===== src/rtl/dlm_pkg.sv =====
package dlm_pkg;

    // Frame geometry and stream layout.
    localparam int NCOLS      = 10;
    localparam int NROWS      = 7;
    localparam int GLYPH_W    = 5;
    localparam int STREAM_LEN = 18;
    localparam int IDX_W      = $clog2(STREAM_LEN);
    localparam int COL_W      = 4;
    localparam int ROW_W      = 3;

    localparam logic [IDX_W-1:0] LAST_IDX    = IDX_W'(STREAM_LEN - 1);
    localparam logic [7:0]       LEFT_DP     = 8'h40;
    localparam logic [7:0]       RIGHT_DP    = 8'h80;
    localparam logic [6:0]       FIRST_PRINT = 7'd32;

    // Request codes; the two unused codes are ignored.
    typedef enum logic [2:0] {
        REQ_PLOT   = 3'd0,
        REQ_COLUMN = 3'd1,
        REQ_CHAR   = 3'd2,
        REQ_POINT  = 3'd3,
        REQ_CLEAR  = 3'd4,
        REQ_DRAW   = 3'd5
    } req_t;

    // One registered command word.
    typedef struct packed {
        logic [2:0]       req_type;
        logic [COL_W-1:0] column;
        logic [ROW_W-1:0] row;
        logic             ink;
        logic [6:0]       column_bits;
        logic [6:0]       char_code;
        logic             display_side;
    } cmd_t;

    typedef logic [NCOLS-1:0][6:0]   cols_t;
    typedef logic [GLYPH_W-1:0][6:0] half_t;

    // Frame contents as seen by the stream side.
    typedef struct packed {
        cols_t cols;
        logic  left_point;
        logic  right_point;
    } frame_t;

    // Reverses the order of the seven low bits.
    function automatic logic [6:0] rev7(input logic [6:0] v);
        logic [6:0] o;
        for (int i = 0; i < 7; i++)
        begin
            o[6-i] = v[i];
        end
        return o;
    endfunction

    // Font for codes 32..127, first column in the top byte.
    function automatic logic [39:0] font_row(input logic [6:0] idx);
        logic [39:0] g;
        case (idx)
            7'd0:  g = 40'h0000000000;
            7'd1:  g = 40'hfa00000000;
            7'd2:  g = 40'hc000000000;
            7'd3:  g = 40'h247e247e24;
            7'd4:  g = 40'h24d4564800;
            7'd5:  g = 40'hc6c81026c6;
            7'd6:  g = 40'h6c926a040a;
            7'd7:  g = 40'hc000000000;
            7'd8:  g = 40'h7c82000000;
            7'd9:  g = 40'h827c000000;
            7'd10: g = 40'h107c387c10;
            7'd11: g = 40'h10107c1010;
            7'd12: g = 40'h0607000000;
            7'd13: g = 40'h1010101000;
            7'd14: g = 40'h0606000000;
            7'd15: g = 40'h0408102040;
            7'd16: g = 40'h7c8a92a27c;
            7'd17: g = 40'h42fe020000;
            7'd18: g = 40'h468a929262;
            7'd19: g = 40'h449292926c;
            7'd20: g = 40'h182848fe08;
            7'd21: g = 40'hf49292928c;
            7'd22: g = 40'h3c5292928c;
            7'd23: g = 40'h808e90a0c0;
            7'd24: g = 40'h6c9292926c;
            7'd25: g = 40'h6092929478;
            7'd26: g = 40'h3636000000;
            7'd27: g = 40'h3637000000;
            7'd28: g = 40'h1028448200;
            7'd29: g = 40'h2424242424;
            7'd30: g = 40'h8244281000;
            7'd31: g = 40'h60809a9060;
            7'd32: g = 40'h7c82baaa78;
            7'd33: g = 40'h7e9090907e;
            7'd34: g = 40'hfe9292926c;
            7'd35: g = 40'h7c82828244;
            7'd36: g = 40'hfe8282827c;
            7'd37: g = 40'hfe92929282;
            7'd38: g = 40'hfe90909080;
            7'd39: g = 40'h7c8292925c;
            7'd40: g = 40'hfe101010fe;
            7'd41: g = 40'h82fe820000;
            7'd42: g = 40'h0c020202fc;
            7'd43: g = 40'hfe10284482;
            7'd44: g = 40'hfe02020200;
            7'd45: g = 40'hfe402040fe;
            7'd46: g = 40'hfe402010fe;
            7'd47: g = 40'h7c8282827c;
            7'd48: g = 40'hfe90909060;
            7'd49: g = 40'h7c82928c7a;
            7'd50: g = 40'hfe90909866;
            7'd51: g = 40'h649292924c;
            7'd52: g = 40'h8080fe8080;
            7'd53: g = 40'hfc020202fc;
            7'd54: g = 40'hf8040204f8;
            7'd55: g = 40'hfc023c02fc;
            7'd56: g = 40'hc6281028c6;
            7'd57: g = 40'he0100e10e0;
            7'd58: g = 40'h868a92a2c2;
            7'd59: g = 40'hfe82820000;
            7'd60: g = 40'h4020100804;
            7'd61: g = 40'h8282fe0000;
            7'd62: g = 40'h2040804020;
            7'd63: g = 40'h0202020202;
            7'd64: g = 40'hc0e0000000;
            7'd65: g = 40'h042a2a1e00;
            7'd66: g = 40'hfe22221c00;
            7'd67: g = 40'h1c22222200;
            7'd68: g = 40'h1c2222fc00;
            7'd69: g = 40'h1c2a2a1000;
            7'd70: g = 40'h107e908000;
            7'd71: g = 40'h102a2a3c00;
            7'd72: g = 40'hfe20201e00;
            7'd73: g = 40'h5e00000000;
            7'd74: g = 40'h0402125c00;
            7'd75: g = 40'hfe08142200;
            7'd76: g = 40'hfc02000000;
            7'd77: g = 40'h3e2018201e;
            7'd78: g = 40'h3e2020201e;
            7'd79: g = 40'h1c22221c00;
            7'd80: g = 40'h3e24241800;
            7'd81: g = 40'h1824243e00;
            7'd82: g = 40'h221e201000;
            7'd83: g = 40'h122a2a0400;
            7'd84: g = 40'h207c220400;
            7'd85: g = 40'h3c02023e00;
            7'd86: g = 40'h3804020438;
            7'd87: g = 40'h3c060c063c;
            7'd88: g = 40'h2214081422;
            7'd89: g = 40'h320a0c3800;
            7'd90: g = 40'h262a2a3200;
            7'd91: g = 40'h107c828200;
            7'd92: g = 40'hee00000000;
            7'd93: g = 40'h82827c1000;
            7'd94: g = 40'h4080408000;
            7'd95: g = 40'h6090906000;
            default: g = 40'h0000000000;
        endcase
        return g;
    endfunction

    // Builds the five columns of one half for a printable code.
    // The glyph width is the number of bytes before the first zero byte,
    // and the glyph is placed at a fixed offset that depends on that width.
    function automatic half_t render_half(input logic [6:0] code);
        logic [39:0]              g;
        logic [GLYPH_W-1:0][7:0]  gb;
        logic [2:0]               n;
        logic [2:0]               d;
        logic [2:0]               x;
        half_t                    h;
        g = font_row(code - FIRST_PRINT);
        for (int i = 0; i < GLYPH_W; i++)
        begin
            gb[i] = g[39-8*i -: 8];
        end
        n = 3'd5;
        for (int i = GLYPH_W - 1; i >= 0; i--)
        begin
            if (gb[i] == 8'd0)
            begin
                n = 3'(i);
            end
        end
        case (n)
            3'd0:    d = 3'd3;
            3'd1:    d = 3'd2;
            3'd2:    d = 3'd2;
            3'd3:    d = 3'd1;
            3'd4:    d = 3'd1;
            default: d = 3'd0;
        endcase
        for (int c = 0; c < GLYPH_W; c++)
        begin
            x = 3'(c) - d;
            if ((3'(c) >= d) && (x < n))
            begin
                h[c] = rev7(gb[x][7:1]);
            end
            else
            begin
                h[c] = 7'd0;
            end
        end
        return h;
    endfunction

endpackage


===== src/rtl/dlm_stream.sv =====
module dlm_stream
    import dlm_pkg::*;
#(
    parameter logic [7:0] LEFT_HEADER  = 8'd14,
    parameter logic [7:0] RIGHT_HEADER = 8'd1
)
(
    input  logic       clk,
    input  logic       rst_n,
    input  logic       start,
    input  frame_t     frame,
    input  logic       flip,
    input  logic       out_ready,
    output logic       busy,
    output logic       out_valid,
    output logic [7:0] out_byte,
    output logic       last
);

    logic [IDX_W-1:0]   idx_reg;
    logic [IDX_W-1:0]   idx_next;
    logic               busy_reg;
    logic               busy_next;
    logic               out_valid_reg;
    logic               out_valid_next;
    logic [7:0]         out_byte_reg;
    logic               last_reg;
    logic               load;
    logic [4:0][6:0]    left_bytes;
    logic [NROWS-1:0][4:0] right_rows;
    logic [7:0]         byte_sel;

    // Left digit columns and right digit rows, with optional rotation.
    always_comb
    begin
        for (int j = 0; j < 5; j++)
        begin
            left_bytes[j] = flip ? rev7(frame.cols[NCOLS - 1 - j]) : frame.cols[j];
        end
        for (int y = 0; y < NROWS; y++)
        begin
            for (int i = 0; i < 5; i++)
            begin
                right_rows[y][i] = flip ? frame.cols[4 - i][NROWS - 1 - y]
                                        : frame.cols[5 + i][y];
            end
        end
    end

    // Byte selection by stream position.
    always_comb
    begin
        case (idx_reg)
            5'd0:  byte_sel = LEFT_HEADER;
            5'd1:  byte_sel = {1'b0, left_bytes[0]};
            5'd2:  byte_sel = {1'b0, left_bytes[1]};
            5'd3:  byte_sel = {1'b0, left_bytes[2]};
            5'd4:  byte_sel = {1'b0, left_bytes[3]};
            5'd5:  byte_sel = {1'b0, left_bytes[4]};
            5'd8:  byte_sel = frame.left_point ? LEFT_DP : 8'd0;
            5'd9:  byte_sel = RIGHT_HEADER;
            5'd10: byte_sel = {3'd0, right_rows[0]};
            5'd11: byte_sel = {3'd0, right_rows[1]};
            5'd12: byte_sel = {3'd0, right_rows[2]};
            5'd13: byte_sel = {3'd0, right_rows[3]};
            5'd14: byte_sel = {3'd0, right_rows[4]};
            5'd15: byte_sel = {3'd0, right_rows[5]};
            5'd16: byte_sel = {3'd0, right_rows[6]} | (frame.right_point ? RIGHT_DP : 8'd0);
            default: byte_sel = 8'd0;
        endcase
    end

    // While a stream runs, a byte moves into the output register whenever that register is free.
    assign load = busy_reg && (!out_valid_reg || out_ready);

    always_comb
    begin
        idx_next       = idx_reg;
        busy_next      = busy_reg;
        out_valid_next = out_valid_reg;
        if (out_valid_reg && out_ready)
        begin
            out_valid_next = 1'b0;
        end
        if (load)
        begin
            out_valid_next = 1'b1;
            if (idx_reg == LAST_IDX)
            begin
                idx_next  = '0;
                busy_next = 1'b0;
            end
            else
            begin
                idx_next = idx_reg + IDX_W'(1);
            end
        end
        else if (start)
        begin
            idx_next  = '0;
            busy_next = 1'b1;
        end
    end

    // Control registers.
    always_ff @(posedge clk or negedge rst_n)
    begin
        if (!rst_n)
        begin
            idx_reg       <= '0;
            busy_reg      <= 1'b0;
            out_valid_reg <= 1'b0;
        end
        else
        begin
            idx_reg       <= idx_next;
            busy_reg      <= busy_next;
            out_valid_reg <= out_valid_next;
        end
    end

    // Output word register.
    always_ff @(posedge clk)
    begin
        if (load)
        begin
            out_byte_reg <= byte_sel;
            last_reg     <= (idx_reg == LAST_IDX);
        end
    end

    assign busy      = busy_reg;
    assign out_valid = out_valid_reg;
    assign out_byte  = out_byte_reg;
    assign last      = last_reg;

    // A draw starts only while no stream is running.
    a_start_idle: assert property (@(posedge clk) disable iff (!rst_n)
        start |-> !busy_reg)
        else $error("draw started while a stream is running");

    // The position counter never passes the final word.
    a_idx_range: assert property (@(posedge clk) disable iff (!rst_n)
        idx_reg <= LAST_IDX)
        else $error("stream position out of range");

    // Loading the final word ends the stream and flags it as last.
    a_last_end: assert property (@(posedge clk) disable iff (!rst_n)
        (load && (idx_reg == LAST_IDX)) |=> (!busy_reg && last_reg && out_valid_reg))
        else $error("final word did not end the stream");

    // Only the final word carries the last flag.
    a_last_only: assert property (@(posedge clk) disable iff (!rst_n)
        (load && (idx_reg != LAST_IDX)) |=> !last_reg)
        else $error("last flag on an inner word");

endmodule

===== config.mk =====
export PLATFORM = sky130hd
export DESIGN_NAME = dlm_stream
export DESIGN_NICKNAME = d
export VERILOG_FILES = /design/src/rtl/dlm_pkg.sv /design/src/rtl/dlm_stream.sv
export SDC_FILE = /design/constraint.sdc
export NUM_CORES = 1
export LEC_CHECK = 0
export BUFFER_PORTS_ARGS = -buffer_cell sky130_fd_sc_hd__buf_2
export CORE_AREA = 2 2 71 73
export DETAILED_ROUTE_END_ITERATION = 10
export DIE_AREA = 0 0 73 75
export GPL_ROUTABILITY_DRIVEN = 0
export GPL_TIMING_DRIVEN = 0
export PLACE_DENSITY_LB_ADDON = 0.3
export SYNTH_ARGS = -nofsm -noshare
export SYNTH_HDL_FRONTEND = slang
export SYNTH_SLANG_ARGS = --single-unit

===== constraint.sdc =====
create_clock -name clk -period 2.4 [get_ports clk]
set_input_delay 0.24 -clock clk [delete_from_list [all_inputs] [get_ports clk]]
set_output_delay 0.24 -clock clk [all_outputs]
set_load 0.01 [all_outputs]

==> results of run 1 <==
[worst min path at each step]
| stage | slack (ns) | from | end | cells after the start |
|---|---|---|---|---|
| 2_1_floorplan | -0.06 | rst_n | busy$_DFFE_PN0P_ | 0 |
| 3_3_place_gp | 0.08 | rst_n | out_valid$_DFFE_PN0P_ | 1 |
| 3_5_place_dp | 0.08 | rst_n | out_valid$_DFFE_PN0P_ | 1 |
| 4_1_cts | 0.27 | start | busy$_DFFE_PN0P_ | 3 |
| 5_1_grt | 0.27 | frame[0] | out_byte[7]$_DFFE_PP_ | 2 |
| 6_report | 0.27 | start | busy$_DFFE_PN0P_ | 3 |
[timing repair]
item / in CTS / in global routing
resized for setup: 11 / 2
setup buffers: 1 / 5
endpoints found under the hold margin: 7 / 0
hold buffers: 1 / 0
pin swaps: 1 / 2
setup endpoints to repair: 2 / 2
[Yosys cell counts, types with 4 or more instances]
cell      instances
mux2i_1          47
o22ai_1          19
a21oi_1          13
inv_1            12
edfxtp_1          9
buf_2             7
clkbuf_1          7
dfrtp_1           7
nand2_1           7
o21ai_0           7
ha_1              5
nor2_1            5
a22oi_1           4
nand2b_1          4
nand3_1           4
nor4_1            4
nor4bb_1          4
or4bb_1           4
[worst min-delay path, cell delays in order]
cell and delay [ns]:
buf_2 0.11, nor2_1 0.08, a21oi_1 0.04
[power by group through the flow]
| stage | Combinational [mW] | Clock (mW) | Sequential, mW |
|---|---|---|---|
| floorplan | 0.331 | 0 | 0.378 |
| global placement | 0.543 | 0 | 0.363 |
| global route | 0.625 | 0.216 | 0.363 |
| finish | 0.585 | 0.203 | 0.359 |
| detailed placement | 0.551 | 0 | 0.365 |
| CTS | 0.568 | 0.207 | 0.359 |
[logic make-up (layout without fill, tap and decap cells)]
| group | Yosys count | after routing |
|---|---|---|
| adders and majority gates | 5 | 5 |
| muxes | 50 | 50 |
| DFF | 16 | 16 |
| and+or+nand+nor | 55 | 55 |
| buffers and inverters | 30 | 127 |
| AOI/OAI and AO/OA | 67 | 67 |
[area by class of cell]
cell class	count	area (um^2)
tap	54	67.6
fill	440	2010
sequential	16	448
buffer	18	116
multi-input combinational	177	1440
clock buffer	4	45.0
inverter	12	47.5
timing repair buffer	93	485
[layout by cell type (no fill, tap or decap), types with 3 or more instances in the layout]
cell / count
buf_2: 92
nand3_1: 4
a22oi_1: 4
clkbuf_1: 5
mux2_2: 3
edfxtp_1: 9
mux2i_1: 47
o22ai_1: 19
clkbuf_8: 4
a22o_1: 3
nor4_1: 4
buf_4: 7
dfrtp_1: 5
buf_6: 3
nand4b_1: 3
o21ai_0: 7
inv_1: 11
nand2b_1: 4
nor2_1: 5
or4bb_1: 3
a21oi_1: 13
nand2_1: 7
nor4bb_1: 3
a221oi_1: 3
[metrics by stage]
step	area (um^2)	hold WS (ns)	setup slack, ns	setup TNS (ns)	utilization (%)
5_1_grt	2650	0.273	-0.0268	-0.0300	56.9
3_5_place_dp	2510	0.0809	-0.135	-0.154	53.8
2_1_floorplan	2010	-0.0556	0.112	0	-
3_3_place_gp	2510	0.0786	-0.154	-0.154	53.8
6_report	2650	0.266	0.0440	0	56.9
4_1_cts	2610	0.267	0.000536	0	56.0
[per-layer routing]
metal	share of wire, %	wire, um	global-route usage [%]	up-vias
met5	0	0	0	-
met1	39	2720	30.9	1071
met3	9.1	629	4.55	24
li1	-	-	-	1089
met4	3.0	209	7.82	0
met2	48	3340	44.8	157
==> metrics.csv, run 1 <==
metric;value;unit
final total power;1.15;mW
gr ovfl total;0;
flop2flop setup slack;0.04;ns
number of flip-flops in the largest register;8;
Crit-path slowest cell;or4_1;
simple-gate area share of the yosys netlist;19.5;%
Bufs and invs on worst path;3;
P_leak;1.22;nW
Max Slew Vio Count;0;
Die ar.;0.00548;mm^2
Max Clk Rate;0.424;GHz
clock root buffer;clkbuf_8;
cells along the critical path;buf_6 -> clkbuf_4 -> and3_4 -> ha_4 -> inv_4 -> o22ai_1 -> or4_1 -> or4_4;
Starting Density;42.7;%
input/output buffers;86;
switch share;36.6;%
first-pass GRT wire length;10600;um
critical path type;reg2reg;
share of cells above drive strength 1;38.8;%
CP Max Fanout;10;
Synth Instances;223;
Pre-antenna DRT Iters;5;
unrepaired setup endpoints after global routing;true;
Die H;75;um
switching pwr;420;uW
synth top area cells;mux2i_1 (24%), edfxtp_1 (14%), dfrtp_1 (8.8%), o22ai_1 (6.0%), a21oi_1 (3.3%);
nets@finish;403;
ANT nets after route;0;
Slew HR;43.4;%
Hold WC Path Type;in2reg;
number of global-route vias before repair;2230;
CORE AREA;0.00466;mm^2
Logic pwr share;51.0;%
Synth cell types;55;
Routed WL;6900;um
crit start category;register;
final setup violation count;0;
Setup crit start;idx_reg[2]$_DFFE_PN0P_;
Largest delay share family, worst path;simple AND/OR/NAND/NOR gates;
CTS tree;done;
Hold Violations, Final;0;
worst vdd ir;0.000423;V
mux share of post-synthesis cell area;25.3;%
critical path required time;2.38;ns
die span in x;73;um
pin count of the biggest net entering global routing;11;
Placed Cells;363;
Worst setup EP type;register;
Syn Nets;305;
pwr dens;433;mW/mm^2
status;completed;
Synth Area in XOR/XNOR;0;%
Area growth, synth to finish;33.2;%
Num CTS Buffers;3;
post-synth top area share;23.6;%
Post-Syn Area per Cell;8.92;um^2
max incr delay on CP;0.48;ns
reg2reg end;out_byte[3]$_DFFE_PP_;
Synth Register Bits;16;
row count;25;
sequential area share after synthesis;22.4;%
insertion delay to the later sink of the worst-skew pair;0.24;ns
reg-to-reg startpoint;idx_reg[2]$_DFFE_PN0P_;
sequential power share;31.3;%
Top FF cell, synth;edfxtp_1;
Ant. Diodes;0;
cell internal pwr;726;uW
Sink Count;16;
clock skew;0.00216;ns
Synth warnings;0;
drt initial violations;380;
Setup crit end;out_byte[3]$_DFFE_PP_;
clock buffer depth;2;
Clock transition at path regs;0.06;ns
cell area after synthesis;0.00199;mm^2
Clk pwr share;17.7;%
initial antenna violation count;0;
I/O pins;88;
drt wl/cell;18.4;um
Final Critical Period;2.36;ns
number of enable flip-flop cells after synthesis;9;
R2R cell count;8;
DR DRC count;0;
Critical Path Stages;8;
post-synthesis compound-gate area fraction;22.6;%
async set or reset register ratio after synthesis;43.8;%
Final HPWL DP;5380;um
area leader, netlist;mux2i_1;
Final period util;98.2;%
Worst Path Arrival;2.33;ns
Final Non-Filler Cells;374;
total number of vias;2341;
max cap viols;0;
largest family of logic cells by synthesized area;multiplexers;
GR Util All Layers;25.2;%
H-tree depth;1;
worst slew pin tran;0.837;ns
vias per cell;6.26;
Synth Area in Adders;3.14;%
Power figures use the tool's default switching activity.
==> inputs of run 2 (changes only) <==
CAP_MARGIN = 0   (was unset)
CELL_PAD_IN_SITES_DETAIL_PLACEMENT = 1   (was unset)
CELL_PAD_IN_SITES_GLOBAL_PLACEMENT = 2   (was unset)
CORE_AREA = 2 2 95 97   (was 2 2 71 73)
DIE_AREA = 0 0 97 99   (was 0 0 73 75)
==> metrics.csv, run 2 (same netlist as run 1, synthesis figures left out) <==
metric;value;unit
status;completed;
Sink Count;16;
DR DRC count;0;
Max Slew Vio Count;0;
first-pass GRT wire length;13200;um
Starting Density;23.3;%
CORE AREA;0.00855;mm^2
Max Clk Rate;0.419;GHz
initial antenna violation count;0;
Ant. Diodes;0;
most frequent cells in the layout;buf_2 (92), mux2i_1 (47), buf_4 (19), o22ai_1 (18), a21oi_1 (13);
total number of vias;2292;
Setup crit start;idx_reg[0]$_DFFE_PN0P_;
hold_sp;start;
P_leak;1.29;nW
clock skew;0.00761;ns
die span in x;97;um
cells along the critical path;ha_4 -> and3_4 -> ha_4 -> inv_4 -> o22ai_2 -> or4_1 -> or4_4;
drt wl/cell;19.5;um
GR Util All Layers;17.4;%
Clock transition at path regs;0.07;ns
Filler Cell Count;1035;
pin count of the biggest net entering global routing;11;
CTS tree;done;
Pre-antenna DRT Iters;4;
ANT nets after route;0;
number of global-route vias before repair;2410;
input/output buffers;86;
cell mode on critical path;ha_4;
drt initial violations;168;
H-tree depth;1;
Hold WC Path Type;in2reg;
number of flip-flops in the largest register;8;
Die ar.;0.00960;mm^2
crit start category;register;
Crit-path slowest cell;or4_4;
Final HPWL DP;6720;um
Multi-input gate area;0.00146;mm^2
reg-to-reg startpoint;idx_reg[0]$_DFFE_PN0P_;
critical path required time;2.38;ns
clock root buffer;clkbuf_8;
share of cells above drive strength 1;42.9;%
CP Max Fanout;6;
Slew HR;43.3;%
worst slew pin tran;0.848;ns
Final Critical Period;2.39;ns
final setup violation count;0;
Hold Violations, Final;0;
final core occ;33.2;%
Worst setup EP type;register;
most common cell after layout, fill and taps aside;buf_2;
max cap viols;0;
Num CTS Buffers;3;
gr ovfl total;0;
insertion delay to the later sink of the worst-skew pair;0.25;ns
Final period util;99.5;%
pwr dens;440;mW/mm^2
Hold WS;0.258;ns
Area growth, synth to finish;42.8;%
vias per cell;5.22;
worst vdd ir;0.000184;V
FF+latch area;450;um^2
row count;34;
final setup TNS;0;ns
Worst Path Arrival;2.37;ns
I/O pins;88;
nets@finish;414;
critical path type;reg2reg;
Die H;99;um
Routed WL;8550;um
unrepaired setup endpoints after global routing;true;
clock buffer depth;2;
max incr delay on CP;0.51;ns
run 2: cell types whose count changed in the layout (fill, tap and decap cells not counted), moves of 2 or more:
cell     previous run  this run
dfrtp_2             2         4
buf_8               0         2
dfrtp_1             5         3
ha_1                2         0
buf_4               7        19
run 2: worst max-delay path, delay by kind of cell, from the launching register on:
family,cells,cell delay (ns)
simple gates,3,1.15
flops,1,0.46
fa+ha+maj,2,0.36
buf+inv,1,0.07
compound gates,1,0.06
run 2: metal layers:
layer | global-route usage [%] | wire length (um) | vias to the layer above
met5 | 0 | 0 | -
met4 | 1.30 | 8 | 0
met3 | 2.41 | 310 | 2
met2 | 32.0 | 4470 | 57
met1 | 22.5 | 3770 | 1121
li1 | - | - | 1112
run 2: layout make-up:
class / instances / area share [%]
Sequential cell: 16 / 15.9
Buffer: 17 / 4.18
Multi-Input combinational cell: 177 / 51.4
Clock buffer: 4 / 1.94
Inverter: 12 / 1.67
Timing Repair Buffer: 105 / 20.2
Tap cell: 108 / 4.76
run 2: worst paths after layout:
check / end / slack [ns] / depth (start not counted)
setup / recovery: out_byte[3]$_DFFE_PP_ / 0.01 / 7
hold reg to reg: out_valid$_DFFE_PN0P_ / 0.54 / 2
max in group asynchronous: idx_reg[4]$_DFFE_PN0P_ / 1.88 / 2
setup reg to reg: out_byte[3]$_DFFE_PP_ / 0.01 / 7
hold / removal: busy$_DFFE_PN0P_ / 0.26 / 3
min in group asynchronous: busy$_DFFE_PN0P_ / 0.34 / 2
run 2: repair_timing:
action,4_1_cts,5_1_grt
setup endpoints to repair,3,2
endpoints found under the hold margin,7,0
setup buffers,1,16
pin swaps,0,7
resized for setup,8,20
cloned,0,1
hold buffers,1,0
run 2: where the power goes:
group / leakage (nW) / switching, mW / total (mW) / internal, mW
combinational: 1.09 / 0.341 / 0.645 / 0.304
clock: 0.0288 / 0.0943 / 0.240 / 0.146
sequential: 0.167 / 0.0229 / 0.365 / 0.343
total: 1.29 / 0.458 / 1.25 / 0.792
run 2: per-stage QoR:
stage / instance area (um^2) / total power, mW / setup slack, ns / std cells
floorplan: 2010 / 0.709 / 0.112 / 223
global placement: 2570 / 0.943 / -0.260 / 417
detailed placement: 2570 / 0.947 / -0.268 / 417
CTS: 2670 / 1.20 / -0.103 / 423
global route: 2840 / 1.33 / -0.0345 / 439
finish: 2840 / 1.25 / 0.0125 / 439
